### src/rtl/core/rmvt_pkg.sv
// Package for the running mean and variance tracker.
// Widths, defaults, the controller state type, lane status and payload structs.
package rmvt_pkg;
   localparam int NumMetricsDefault = 7;
   localparam int FracBitsDefault   = 16;
   localparam int ValueBitsDefault  = 32;
   localparam int InputMetrics      = 7;
   localparam int CountBits         = 32;
   localparam int MeanBits          = 48;
   localparam int SumBits           = 64;
   localparam int StdBits           = 32;
   localparam int IndexBits         = 3;
   localparam logic [31:0] MinSamplesReset = 32'd300;

   localparam logic KIND_SAMPLE = 1'b0;
   localparam logic KIND_CLEAR  = 1'b1;

   typedef enum logic [1:0] {
      ST_IDLE,
      ST_UPDATE,
      ST_EMIT
   } ctrl_state_type;

   // Lane status seen by the controller.
   typedef struct packed {
      logic busy;
      logic done;
   } lane_status_type;

   typedef struct packed {
      logic [IndexBits-1:0] metric_index;
      logic [CountBits-1:0] sample_count;
      logic [MeanBits-1:0]  mean_value;
      logic [SumBits-1:0]   variance_value;
      logic [StdBits-1:0]   std_dev;
      logic                 ready_res;
      logic                 last;
   } rsp_payload_type;
endpackage

### src/rtl/core/rmvt_lane.sv
// One metric lane: Welford update with a serial divider for the mean step and a
// shift-and-add multiplier for the M2 step. Depends on rmvt_pkg.
module rmvt_lane #(
   parameter int FRAC_BITS  = rmvt_pkg::FracBitsDefault,
   parameter int VALUE_BITS = rmvt_pkg::ValueBitsDefault
) (
   input  logic                               clock,
   input  logic                               reset,
   input  logic                               start,
   input  logic                               clear,
   input  logic [VALUE_BITS-1:0]              value,
   output rmvt_pkg::lane_status_type          status,
   output logic [rmvt_pkg::CountBits-1:0]     count_out,
   output logic [rmvt_pkg::MeanBits-1:0]      mean_out,
   output logic [rmvt_pkg::SumBits-1:0]       sum_out
);
   import rmvt_pkg::*;
   localparam int DivSteps = 64;
   localparam int StepBits = $clog2(DivSteps + 3);
   localparam logic [StepBits-1:0] StepLast = StepBits'(DivSteps - 1);
   localparam logic [StepBits-1:0] StepProd = StepBits'(DivSteps);

   logic [CountBits-1:0] count_ff, count_in;
   logic [MeanBits-1:0]  mean_ff, mean_in;
   logic [SumBits-1:0]   sum_ff, sum_in;
   logic [63:0]          x_ff, x_in;
   logic [63:0]          ad1_ff, ad1_in;
   logic                 neg_ff, neg_in;
   logic [63:0]          quo_ff, quo_in;
   logic [64:0]          rem_ff, rem_in;
   logic [StepBits-1:0]  step_ff, step_in;
   logic [1:0]           phase_ff, phase_in;
   logic [63:0]          prod_ff, prod_in;
   logic                 sat_ff, sat_in;
   logic [127:0]         full_ff, full_in;
   logic [127:0]         mcand_ff, mcand_in;

   logic [64:0] rem_sh;
   logic [64:0] trial;
   logic [63:0] m_new;
   logic [63:0] d1;
   logic [63:0] d2;
   logic [63:0] ad2;
   logic [64:0] acc;

   assign status.busy = (phase_ff != 2'd0);
   assign status.done = (phase_ff == 2'd3);
   assign count_out = count_ff;
   assign mean_out  = mean_ff;
   assign sum_out   = sum_ff;

   // Datapath: signed deviation, restoring divider one bit a cycle, then a
   // shift-and-add product of the two deviations and the M2 update.
   always_comb begin
      count_in = count_ff;
      mean_in  = mean_ff;
      sum_in   = sum_ff;
      x_in     = x_ff;
      ad1_in   = ad1_ff;
      neg_in   = neg_ff;
      quo_in   = quo_ff;
      rem_in   = rem_ff;
      step_in  = step_ff;
      phase_in = phase_ff;
      prod_in  = prod_ff;
      sat_in   = sat_ff;
      full_in  = full_ff;
      mcand_in = mcand_ff;
      d1 = (64'(value) << FRAC_BITS) - 64'(mean_ff);
      rem_sh = {rem_ff[63:0], ad1_ff[6'd63 - step_ff[5:0]]};
      trial  = rem_sh - {33'd0, count_ff};
      m_new  = neg_ff ? (64'(mean_ff) - quo_ff) : (64'(mean_ff) + quo_ff);
      d2     = x_ff - m_new;
      ad2    = d2[63] ? (64'd0 - d2) : d2;
      acc    = 65'(sum_ff) + 65'(prod_ff);
      if (clear) begin
         count_in = '0;
         mean_in  = '0;
         sum_in   = '0;
         phase_in = 2'd0;
      end else begin
         unique case (phase_ff)
            2'd0: begin
               if (start) begin
                  x_in     = 64'(value) << FRAC_BITS;
                  neg_in   = d1[63];
                  ad1_in   = d1[63] ? (64'd0 - d1) : d1;
                  count_in = (count_ff == '1) ? count_ff : count_ff + 1'b1;
                  quo_in   = '0;
                  rem_in   = '0;
                  step_in  = '0;
                  phase_in = 2'd1;
               end
            end
            2'd1: begin
               if (!trial[64]) begin
                  rem_in = trial;
                  quo_in = {quo_ff[62:0], 1'b1};
               end else begin
                  rem_in = rem_sh;
                  quo_in = {quo_ff[62:0], 1'b0};
               end
               step_in = step_ff + 1'b1;
               if (step_ff == StepLast) phase_in = 2'd2;
            end
            2'd2: begin
               mean_in  = m_new[MeanBits-1:0];
               full_in  = '0;
               mcand_in = {64'd0, ad2};
               phase_in = 2'd3;
               step_in  = '0;
            end
            default: begin
               // One multiplier bit a cycle, then scale the product, then accumulate.
               if (step_ff < StepProd) begin
                  if (ad1_ff[0]) full_in = full_ff + mcand_ff;
                  mcand_in = {mcand_ff[126:0], 1'b0};
                  ad1_in   = {1'b0, ad1_ff[63:1]};
                  step_in  = step_ff + 1'b1;
               end else if (step_ff == StepProd) begin
                  prod_in = full_ff[2*FRAC_BITS +: 64];
                  sat_in  = (full_ff >> (2*FRAC_BITS + 64)) != '0;
                  step_in = step_ff + 1'b1;
               end else begin
                  sum_in   = (sat_ff || acc[64]) ? '1 : acc[63:0];
                  phase_in = 2'd0;
               end
            end
         endcase
      end
   end

   always_ff @(posedge clock) begin
      if (reset) begin
         count_ff <= '0;
         mean_ff  <= '0;
         sum_ff   <= '0;
         phase_ff <= 2'd0;
      end else begin
         count_ff <= count_in;
         mean_ff  <= mean_in;
         sum_ff   <= sum_in;
         phase_ff <= phase_in;
      end
      x_ff     <= x_in;
      ad1_ff   <= ad1_in;
      neg_ff   <= neg_in;
      quo_ff   <= quo_in;
      rem_ff   <= rem_in;
      step_ff  <= step_in;
      prod_ff  <= prod_in;
      sat_ff   <= sat_in;
      full_ff  <= full_in;
      mcand_ff <= mcand_in;
   end
endmodule

### config.mk
export PLATFORM = sky130hd
export DESIGN_NAME = rmvt_lane
export DESIGN_NICKNAME = d
export VERILOG_FILES = /design/src/rtl/core/rmvt_pkg.sv /design/src/rtl/core/rmvt_lane.sv
export SDC_FILE = /design/constraint.sdc
export NUM_CORES = 2
export LEC_CHECK = 0
export BUFFER_PORTS_ARGS = -buffer_cell sky130_fd_sc_hd__buf_2
export CORE_MARGIN = 8
export CORE_UTILIZATION = 45
export DETAILED_ROUTE_END_ITERATION = 6
export GPL_TIMING_DRIVEN = 0
export PLACE_DENSITY = 0.6
export SLEW_MARGIN = 0
export SYNTH_ARGS = -nofsm -noshare
export SYNTH_HDL_FRONTEND = slang
export SYNTH_SLANG_ARGS = --single-unit
### constraint.sdc
create_clock -name clock -period 27.5 [get_ports clock]
set_input_delay 2.75 -clock clock [delete_from_list [all_inputs] [get_ports clock]]
set_output_delay 2.75 -clock clock [all_outputs]
set_load 0.005 [all_outputs]
==> results_dict.tcl <==
set metrics [dict create \
    cp.required_ps 27890 \
    synth_edf_count 553 \
    cts_max_level 3 \
    route.detailed.drc 0 \
    yosysWarnings 0 \
    die_w_um 356.2 \
    rsz0062_at_grt "no" \
    core_area_um2 115600 \
    drt_iter0_markers 3647 \
    place.gp.congestion 0.9353 \
    p_seq_share_pct 41.8 \
    status "completed" \
    synth-seq-cells 699 \
    design.die.area_um2 126900 \
    clock_latency_ps 670 \
    crit_arrival_ps 10900 \
    hpwl_um 121400 \
    hold_viol_final 0 \
    cts_resized 0 \
    switchingPower_mw 0.8153 \
    clkSinkCount 699 \
    start_kind "register" \
    post_cts_buffers 0 \
    mostFrequentLayoutCell "nor2_1" \
    final_nets 6424 \
    vias 43763 \
    grtUsageMet3_pct 3.298 \
    io_buffers 181 \
    worstSetupPathType "reg -> reg" \
    end_kind "register" \
    leakagePower_nw 22.54 \
    max_slew.worst_pin.slew_ps 1364 \
    seq_area_frac_synth_pct 37.49 \
    cp_slowest_cell "nor4_1" \
    synthArstFlopShare_pct 0 \
    p_per_area_nw_per_um2 49.31 \
    drt_first_pass_iters 6 \
    fin_cells 7647 \
    cpPeakStageDelay_ps 1030 \
    post-place-cells 7492 \
    path_max_fanout 10 \
    maxCapViolCount 0 \
    max-slew-margin-rel_pct 9.066 \
    die_y_um 356.2 \
    ctsHoldBuffers 0 \
    path_delay_family "simple AND/OR/NAND/NOR gates" \
    n_fill_cell 10866 \
    synth_cell_type_count 125 \
    synthCells 5750 \
    post-route-period-util_pct 38.22 \
    final_layout_size_suffix_gt1_share_pct 9.263 \
    whs_ps 457.0 \
    layout_common_cells "nor2_1 (652), a21oi_1 (567), edfxtp_1 (553)" \
    maxSlewViolCount 0 \
    track_usage_pct 23.37 \
    grt_pass1_wl_um 238300 \
    post-route-min-period_ps 10510 \
    grtUsageMet2_pct 36.51 \
    clk_pin_slew_ps 60 \
    fmax_mhz 95.15 \
    syn_to_final_growth_pct 11.78 \
    rows 125 \
    grt-ovfl-total 0 \
    io_pins 182 \
    synth-main-ff-cell "edfxtp_1" \
    ant_nets 0 \
    grt_pass1_vias 41477 \
    via_per_inst 5.723 \
    total_power_mw 2.871 \
    busiest_layer "met2" \
    clockPowerShare_pct 40.2 \
    syn-cell-area_um2 52090 \
    combPwrFrac_pct 17.9 \
    p_int_mw 2.056 \
    start_util_pct 45.07 \
    syn_area_per_cell_um2 9.060 \
    clockBufferDepth 3 \
    antenna_found_initial 1 \
    drt-wirelength-per-cell_um 20.11 \
    skew_ps 37.87 \
    wl_um 153800 \
    p_sw_share_pct 28.40 \
    met1_usage_pct 33.33 \
    setup_viol 0 \
    hold_path.class "reg -> reg" \
    cts_buffers 82 \
    cts_tree "done" \
    ir_drop_mv 0.04104 \
    root_buffer "clkbuf_16" \
    syn-num-nets 6122 \
    crit_buf_inv 3 \
    grt_start_max_net_pins 61 \
]
## cell usage after synthesis, types with 31 or more instances
master / instances / area share (%)
xnor2_1: 352 / 5.9
xor2_1: 199 / 3.3
o21bai_1: 51 / 0.73
nand4_1: 74 / 0.89
a21o_1: 201 / 2.9
edfxtp_1: 553 / 32
o31ai_1: 31 / 0.45
dfxtp_1: 146 / 5.6
nor4_1: 52 / 0.62
mux2i_1: 36 / 0.69
o21ai_0: 305 / 2.9
a211oi_1: 46 / 0.66
ha_1: 332 / 8.0
nor2b_1: 130 / 1.6
inv_1: 206 / 1.5
or3_1: 73 / 0.88
nor3_1: 150 / 1.4
nand3_1: 135 / 1.3
o21a_1: 58 / 0.84
nand2_1: 318 / 2.3
clkbuf_1: 198 / 1.4
nor2_1: 655 / 4.7
mux2_2: 36 / 0.78
and2_1: 105 / 1.3
o211ai_1: 34 / 0.49
or2_2: 39 / 0.47
and3_1: 57 / 0.68
nand2b_1: 62 / 0.74
a31oi_1: 82 / 0.98
a21oi_1: 568 / 5.5
## metal layers
metal	wire length, um	vias up
li1	-	21801
met1	73350	20565
met2	66580	1178
met3	8782	219
met4	5085	0
met5	0	-
## flip-flops by register name (all words and copies together), names as in the netlist
register / flops
ad1_ff: 64
count_out: 32
full_ff: 128
mcand_ff: 128
mean_out: 48
neg_ff: 1
phase_ff: 2
prod_ff: 64
quo_ff: 64
rem_ff: 64
sat_ff: 1
step_ff: 7
sum_out: 64
x_ff: 32
## logic make-up (layout without fill, tap and decap cells)
kind of cell               Yosys count  in the layout  share of synthesized area [%]
and+or+nand+nor                   1980           1980                          19.09
AOI/OAI and AO/OA                 1620           1620                          19.74
DFF                                699            699                          37.49
xor gates and xnor gates           557            557                          9.487
buffers and inverters              453            824                          3.449
adders and majority gates          348            348                          8.361
muxes                               93             93                          2.378
other                                0              2                              0
## layout make-up
cell class                      count  area (um2)  share of cell area, %
Sequential cell                   699       19530                  33.54
Clock buffer                      101        2268                  3.896
Clock inverter                     52       558.0                 0.9584
Timing Repair Buffer              218        1344                  2.308
Multi-Input combinational cell   4598       30820                  52.93
Buffer                            247        1023                  1.758
Inverter                          206       773.2                  1.328
Antenna cell                        2       5.005               0.008595
Tap cell                         1524        1907                  3.275
## stage by stage
stage          utilization [%]  setup TNS, ps  worst slack (ps)  instance area, um2
2_1_floorplan                -              0             511.3               52090
3_3_place_gp             47.50       -2974340            -14100               54910
3_5_place_dp             47.93              0             17150               55400
4_1_cts                  50.38              0             17060               58220
5_1_grt                  50.38              0             16280               58230
6_report                 50.38              0             16990               58230
## final timing paths
path / startpoint / endpoint / slack [ps] / depth (start not counted)
setup / recovery: quo_ff[15] / mcand_ff[11] / 16990 / 30
hold / removal: full_ff[87] / prod_ff[55] / 460 / 0
setup reg to reg: quo_ff[15] / mcand_ff[11] / 16990 / 30
hold reg to reg: full_ff[87] / prod_ff[55] / 460 / 0
## power by group through the flow
stage / sequential (mW) / combinational, mW / clock (mW)
2_1_floorplan: 1.22 / 0.378 / 0
3_3_place_gp: 1.24 / 0.494 / 0
3_5_place_dp: 1.22 / 0.506 / 0
4_1_cts: 1.20 / 0.509 / 1.18
5_1_grt: 1.20 / 0.566 / 1.22
6_report: 1.20 / 0.514 / 1.16
Power figures use the tool's default switching activity.
