--- src/rtl/core/rmvt_pkg.sv ---
// Package for the running mean and variance tracker.
// Widths, defaults, the controller state type, lane status and payload structs.
package rmvt_pkg;
   localparam int NumMetricsDefault = 7;
   localparam int FracBitsDefault   = 16;
   localparam int ValueBitsDefault  = 32;
   localparam int InputMetrics      = 7;
   localparam int CountBits         = 32;
   localparam int MeanBits          = 48;
   localparam int SumBits           = 64;
   localparam int StdBits           = 32;
   localparam int IndexBits         = 3;
   localparam logic [31:0] MinSamplesReset = 32'd300;

   localparam logic KIND_SAMPLE = 1'b0;
   localparam logic KIND_CLEAR  = 1'b1;

   typedef enum logic [1:0] {
      ST_IDLE,
      ST_UPDATE,
      ST_EMIT
   } ctrl_state_type;

   // Lane status seen by the controller.
   typedef struct packed {
      logic busy;
      logic done;
   } lane_status_type;

   typedef struct packed {
      logic [IndexBits-1:0] metric_index;
      logic [CountBits-1:0] sample_count;
      logic [MeanBits-1:0]  mean_value;
      logic [SumBits-1:0]   variance_value;
      logic [StdBits-1:0]   std_dev;
      logic                 ready_res;
      logic                 last;
   } rsp_payload_type;
endpackage

--- src/rtl/core/rmvt_if.sv ---


interface rmvt_rsp_if;
   import rmvt_pkg::*;
   logic            valid;
   logic            ready;
   rsp_payload_type payload;
   modport source (output valid, payload, input ready);
   modport sink (input valid, payload, output ready);
endinterface

--- src/rtl/core/rmvt_merge.sv ---
// Merging stage: per metric, serial variance division and square root, then the beat.
// Depends on rmvt_pkg.
module rmvt_merge #(
   parameter int NUM_METRICS = rmvt_pkg::NumMetricsDefault
) (
   input  logic                                    clock,
   input  logic                                    reset,
   input  logic                                    start,
   input  logic [NUM_METRICS-1:0][rmvt_pkg::CountBits-1:0] counts,
   input  logic [NUM_METRICS-1:0][rmvt_pkg::MeanBits-1:0]  means,
   input  logic [NUM_METRICS-1:0][rmvt_pkg::SumBits-1:0]   sums,
   input  logic [31:0]                             min_samples,
   output logic                                    busy,
   rmvt_rsp_if.source                              rsp
);
   import rmvt_pkg::*;
   localparam int MetBits = (NUM_METRICS > 1) ? $clog2(NUM_METRICS) : 1;

   logic [MetBits-1:0] met_ff, met_in;
   logic [1:0]  phase_ff, phase_in;
   logic [6:0]  step_ff, step_in;
   logic        ready_ff, ready_in;
   logic [63:0] num_ff, num_in;
   logic [64:0] rem_ff, rem_in;
   logic [63:0] quo_ff, quo_in;
   logic [63:0] sv_ff, sv_in;
   logic [63:0] sres_ff, sres_in;
   logic [63:0] sbit_ff, sbit_in;
   logic        vld_ff, vld_in;
   rsp_payload_type pay_ff, pay_in;

   logic [CountBits-1:0] cnt;
   logic [64:0] rem_sh, trial;
   logic [64:0] sq_try;
   logic        all_ready;

   assign busy = (phase_ff != 2'd0) || vld_ff;
   assign rsp.valid   = vld_ff;
   assign rsp.payload = pay_ff;
   assign cnt = counts[met_ff];

   // Ready flag over every lane count.
   always_comb begin
      all_ready = 1'b1;
      for (int i = 0; i < NUM_METRICS; i++)
         if (counts[i] < min_samples) all_ready = 1'b0;
   end

   always_comb begin
      met_in = met_ff; phase_in = phase_ff; step_in = step_ff; ready_in = ready_ff;
      num_in = num_ff; rem_in = rem_ff; quo_in = quo_ff;
      sv_in = sv_ff; sres_in = sres_ff; sbit_in = sbit_ff;
      vld_in = vld_ff; pay_in = pay_ff;
      rem_sh = {rem_ff[63:0], num_ff[6'd63 - step_ff[5:0]]};
      trial  = rem_sh - {33'd0, cnt - 32'd1};
      sq_try = {1'b0, sv_ff} - {1'b0, sres_ff + sbit_ff};
      if (vld_ff && rsp.ready) vld_in = 1'b0;
      unique case (phase_ff)
         2'd0: begin
            if (start) begin
               met_in = '0; ready_in = all_ready; phase_in = 2'd1;
               num_in = sums[0]; rem_in = '0; quo_in = '0; step_in = '0;
            end
         end
         2'd1: begin
            // Variance: M2 over count minus one, one quotient bit a cycle.
            if (cnt <= 32'd1) begin
               sv_in = '0; sres_in = '0; sbit_in = 64'd1 << 62; phase_in = 2'd2;
            end else begin
               if (!trial[64]) begin
                  rem_in = trial; quo_in = {quo_ff[62:0], 1'b1};
               end else begin
                  rem_in = rem_sh; quo_in = {quo_ff[62:0], 1'b0};
               end
               step_in = step_ff + 1'b1;
               if (step_ff == 7'd63) begin
                  sv_in = !trial[64] ? {quo_ff[62:0], 1'b1} : {quo_ff[62:0], 1'b0};
                  sres_in = '0; sbit_in = 64'd1 << 62; phase_in = 2'd2;
               end
            end
         end
         2'd2: begin
            // Square root of the variance, digit by digit.
            if (sbit_ff == '0) begin
               phase_in = 2'd3;
            end else begin
               if (!sq_try[64]) begin
                  sv_in = sq_try[63:0]; sres_in = (sres_ff >> 1) + sbit_ff;
               end else begin
                  sres_in = sres_ff >> 1;
               end
               sbit_in = sbit_ff >> 2;
            end
         end
         default: begin
            // The quotient register still holds the variance; load the beat.
            if (!vld_ff || rsp.ready) begin
               vld_in = 1'b1;
               pay_in.metric_index   = IndexBits'(met_ff);
               pay_in.sample_count   = cnt;
               pay_in.mean_value     = means[met_ff];
               pay_in.variance_value = quo_ff;
               pay_in.std_dev        = sres_ff[StdBits-1:0];
               pay_in.ready_res      = ready_ff;
               pay_in.last           = (met_ff == MetBits'(NUM_METRICS - 1));
               if (met_ff == MetBits'(NUM_METRICS - 1)) begin
                  phase_in = 2'd0;
               end else begin
                  met_in = met_ff + 1'b1; phase_in = 2'd1;
                  num_in = sums[met_ff + 1'b1]; rem_in = '0; quo_in = '0; step_in = '0;
               end
            end
         end
      endcase
   end

   always_ff @(posedge clock) begin
      if (reset) begin
         phase_ff <= 2'd0;
         vld_ff   <= 1'b0;
      end else begin
         phase_ff <= phase_in;
         vld_ff   <= vld_in;
      end
      met_ff <= met_in; step_ff <= step_in; ready_ff <= ready_in;
      num_ff <= num_in; rem_ff <= rem_in; quo_ff <= quo_in;
      sv_ff <= sv_in; sres_ff <= sres_in; sbit_ff <= sbit_in; pay_ff <= pay_in;
   end
endmodule

--- src/flat_wrapper.sv ---
// flat-port wrapper written by rule: the top's interface ports become plain ports
module rmvt_merge_flat import rmvt_pkg::*;
#(
   parameter int NUM_METRICS = rmvt_pkg::NumMetricsDefault
)
  (clock, reset, start, counts, means, sums, min_samples, busy, rsp_valid, rsp_payload, rsp_ready);
  rmvt_rsp_if rsp_i ();
  input  logic clock;
  input  logic reset;
  input  logic start;
  input  logic [NUM_METRICS-1:0][rmvt_pkg::CountBits-1:0] counts;
  input  logic [NUM_METRICS-1:0][rmvt_pkg::MeanBits-1:0] means;
  input  logic [NUM_METRICS-1:0][rmvt_pkg::SumBits-1:0] sums;
  input  logic [31:0] min_samples;
  output logic busy;
  output wire logic [$bits(rsp_i.valid)-1:0] rsp_valid;
  output wire logic [$bits(rsp_i.payload)-1:0] rsp_payload;
  input wire logic [$bits(rsp_i.ready)-1:0] rsp_ready;
  assign rsp_valid = rsp_i.valid;
  assign rsp_payload = rsp_i.payload;
  assign rsp_i.ready = rsp_ready;
  rmvt_merge #(.NUM_METRICS(NUM_METRICS)) u_core (.clock(clock), .reset(reset), .start(start), .counts(counts), .means(means), .sums(sums), .min_samples(min_samples), .busy(busy), .rsp(rsp_i));
endmodule
--- config.mk ---
export PLATFORM = sky130hd
export DESIGN_NAME = rmvt_merge_flat
export DESIGN_NICKNAME = d
export VERILOG_FILES = /design/src/rtl/core/rmvt_pkg.sv /design/src/rtl/core/rmvt_if.sv /design/src/rtl/core/rmvt_merge.sv /design/src/flat_wrapper.sv
export SDC_FILE = /design/constraint.sdc
export NUM_CORES = 2
export LEC_CHECK = 0
export BUFFER_PORTS_ARGS = -buffer_cell sky130_fd_sc_hd__buf_2
export CORE_AREA = 2 2 479 481
export CTS_CLUSTER_DIAMETER = 100
export DETAILED_ROUTE_END_ITERATION = 10
export DIE_AREA = 0 0 481 483
export MAX_ROUTING_LAYER = met4
export PLACE_DENSITY = 0.36
export SLEW_MARGIN = 25
export SYNTH_ARGS = -nofsm -noshare
export SYNTH_HDL_FRONTEND = slang
export SYNTH_SLANG_ARGS = --single-unit
--- constraint.sdc ---
create_clock -name clock -period 26.3 [get_ports clock]
set_clock_uncertainty 0.05 [all_clocks]
set_input_delay 7.89 -clock clock [delete_from_list [all_inputs] [get_ports clock]]
set_output_delay 7.89 -clock clock [all_outputs]
set_load 0.05 [all_outputs]
==> results.cfg <==
[placed_design]
dp_cells = 8682
place_area_mm2 = 0.0543
portBuffers = 1226
place_hpwl_um = 282000
place_congestion = 1.05
preCtsSetupSlack_ps = 11830

[global_routing]
grt_max_degree = 83
grt_pass1_wl_um = 422000
antenna_found_initial = 266
grt_pass1_vias = 43500
grt-ovfl-total = 0
grt_usage = 0.281

[logic_synthesis]
seq_area_frac_synth = 0.366
syn_nets = 6074
synth_area_mm2 = 0.0448
ys_dominant_reg_cell = edfxtp_1
synthArstFlopShare = 0
synth_cell_types = 80
avgSynthCellArea_um2 = 9.65
yosys_warnings = 0
yosys_register_bits = 547
synth_edf_count = 544
synth_cells = 4640

[clocking]
cts_buffer_depth = 3
numCtsBuffers = 80
cts_max_level = 3
holdBufCountCts = 0
cts_tree = built
post-cts-setup-buffers = 0
clk_latency_ps = 710
cts_root_buf = clkbuf_16
cts_num_sinks = 547
clkTransAtPathRegs_ps = 60
cts-resized-gates = 0

[setup_path]
critical-path-max-stage-delay_ps = 650
critPathKind = input pin to flop
required_ps = 26650
cp_data_arrival_time_ps = 14080
cp-end-kind = flop
crit_fanout = 7
reg2reg_depth = 21
start_kind = input pin
cpMostUsedCell = or3_1
crit_chain = buf_2, mux4_2, or3_1, o31a_1, nor4_1, nand4_1, or3_1, nor2_1, xnor2_1, ha_1, a21oi_1, o211ai_1, o22a_1, nor2b_1, o211ai_1, nand4b_1, or3_1, or4b_2, xor2_1, nor2_1
slowest_stage = or4b_2

[timing]
hold_violations = 0
whs_ps = 407
tns_ps = 0
layout_setup_ws_ps = 12570
period_share = 0.522
finalCriticalPeriod_ps = 13730
max_freq_mhz = 72.8
slew-limit-headroom = 0.154
setup_viol = 0
rsz0062_at_grt = no
tightest_slew_ps = 1270
final_max_slew_viol_count = 0

[power_and_ir_drop]
leakagePower_nw = 23.3
max-vdd-ir-drop_mv = 0.133
power_mw = 9.27
cellPowerDensity_mw_per_mm2 = 159

[die]
io-pin-count = 1227
die_width_um = 481
initial_utilization = 0.197
core_area_mm2 = 0.227
rows = 175
die-area_mm2 = 0.232
die_h_um = 483

[layout]
layoutNonFillerInstCount = 9353
syn_to_final_growth_pct = 30.1
layout.nets = 7189
drive_above_1_share = 0.285
fin_area_mm2 = 0.0582
fin_util = 0.257

[routing]
wl_met3_um = 28000
met1_length_um = 138000
firstDrtPassIters = 5
viasPerCell = 4.86
drtAntennaViolNets = 0
dr_total_vias = 45400
drt-wirelength-per-cell_um = 35.1
top_layer_used = met4
met2_length_um = 141000
first_iter_violations = 4957
wl_um = 329000
drc = 0

[hold_path]
min_path_cells = 0
holdCritPathClass = flop to flop

[run_status]
status = finished clean

[run]
max_cap_violations = 0
area by class of cell:
type,count,area (um^2)
multi-input cells,3736,27100
repair buffers,1282,6570
clock inverters,51,568
flip-flops and latches,547,16400
inverters,108,413
diodes,526,1320
clock buffers,94,2050
fillers,25000,169000
well taps,3009,3760
final timing paths:
kind / endpoint / slack [ps] / startpoint
max: u_core.rem_ff[48] / 12570 / counts[4]
min: u_core.rsp.payload[1] / 410 / u_core.ready_ff
max reg2reg: u_core.rem_ff[48] / 18280 / u_core.met_ff[1]
min reg2reg: u_core.rsp.payload[1] / 410 / u_core.ready_ff
kinds of logic after synthesis:
family | after synthesis | share of synthesized area
AOI/OAI and AO/OA | 1283 | 0.171
xor gates and xnor gates | 243 | 0.0475
adders and majority gates | 390 | 0.109
buffers and inverters | 357 | 0.0312
DFF | 547 | 0.366
muxes | 329 | 0.120
and+or+nand+nor | 1491 | 0.155
worst max-delay path, delay by kind of cell:
family	cells	cell delay, ps
AND/OR/NAND/NOR	10	3710
AO/OA/AOI/OAI	5	1120
multiplexers	1	510
adder cells (fa/ha/maj)	1	350
XOR/XNOR	2	320
buffers and inverters	1	160
per-layer routing:
metal	up-vias	GRT usage
li1	20400	-
met1	22400	0.352
met2	2077	0.409
met3	526	0.0757
met4	0	0.153
met5	-	-
placed cells by master (no fill, tap or decap), types with 19 or more instances in the layout:
cell and count:
a211oi_1 37, o21ai_0 388, o31ai_1 22, buf_4 54, nor3_1 67, nor4_1 28, nor2_1 420, ha_1 384
a21oi_1 435, edfxtp_1 544, a21o_1 121, nand4_1 100, mux2i_1 145, o21bai_1 38, or3_1 42, mux2_2 19
inv_1 104, nor2b_1 45, and2_1 115, nand2b_1 37, mux4_2 165, a31oi_1 71, nand3_1 55, buf_2 1226
and3_1 22, xor2_1 106, o21a_1 23, diode_2 526, clkbuf_16 80, nand2_1 504, xnor2_1 134
registers in the layout (all words and copies together), names as in the netlist:
register,cells
u_core.met_ff,3
u_core.rsp.valid,1
u_core.phase_ff,2
u_core.num_ff,64
u_core.rem_ff,64
u_core.sbit_ff,32
u_core.rsp.payload,181
u_core.quo_ff,64
u_core.sv_ff,64
u_core.ready_ff,1
u_core.step_ff,7
u_core.sres_ff,64
power breakdown:
part / internal, mW / switching [mW]
clock network: 0.660 / 0.478
registers: 1.53 / 0.361
logic: 2.16 / 4.07
total: 4.36 / 4.91
synth_stat cells, types with 10 or more instances:
library cell	count	share of area
a21oi_1	441	0.049
a21o_1	121	0.020
o41ai_1	12	0.0023
o21bai_1	38	0.0064
o31ai_1	22	0.0037
a221oi_1	10	0.0020
o21ai_0	390	0.044
a211oi_1	37	0.0062
o21a_1	24	0.0040
buf_2	11	0.0012
and3_1	22	0.0031
mux4_2	165	0.083
a31oi_1	71	0.0099
xor2_1	107	0.021
a31o_2	16	0.0031
mux2_2	19	0.0048
xnor2_1	136	0.027
nand2_1	504	0.042
inv_1	108	0.0091
o31a_1	11	0.0022
nor4_1	28	0.0039
or3_1	43	0.0060
nand3_1	55	0.0061
or4_1	12	0.0020
nor2b_1	48	0.0067
mux2i_1	145	0.032
ha_1	388	0.11
nand2b_1	37	0.0052
nor2_1	420	0.035
edfxtp_1	544	0.36
or2_2	16	0.0022
buf_1	30	0.0025
nor3_1	67	0.0075
clkbuf_1	202	0.017
and2_1	115	0.016
nand4_1	100	0.014
Power figures use the tool's default switching activity.
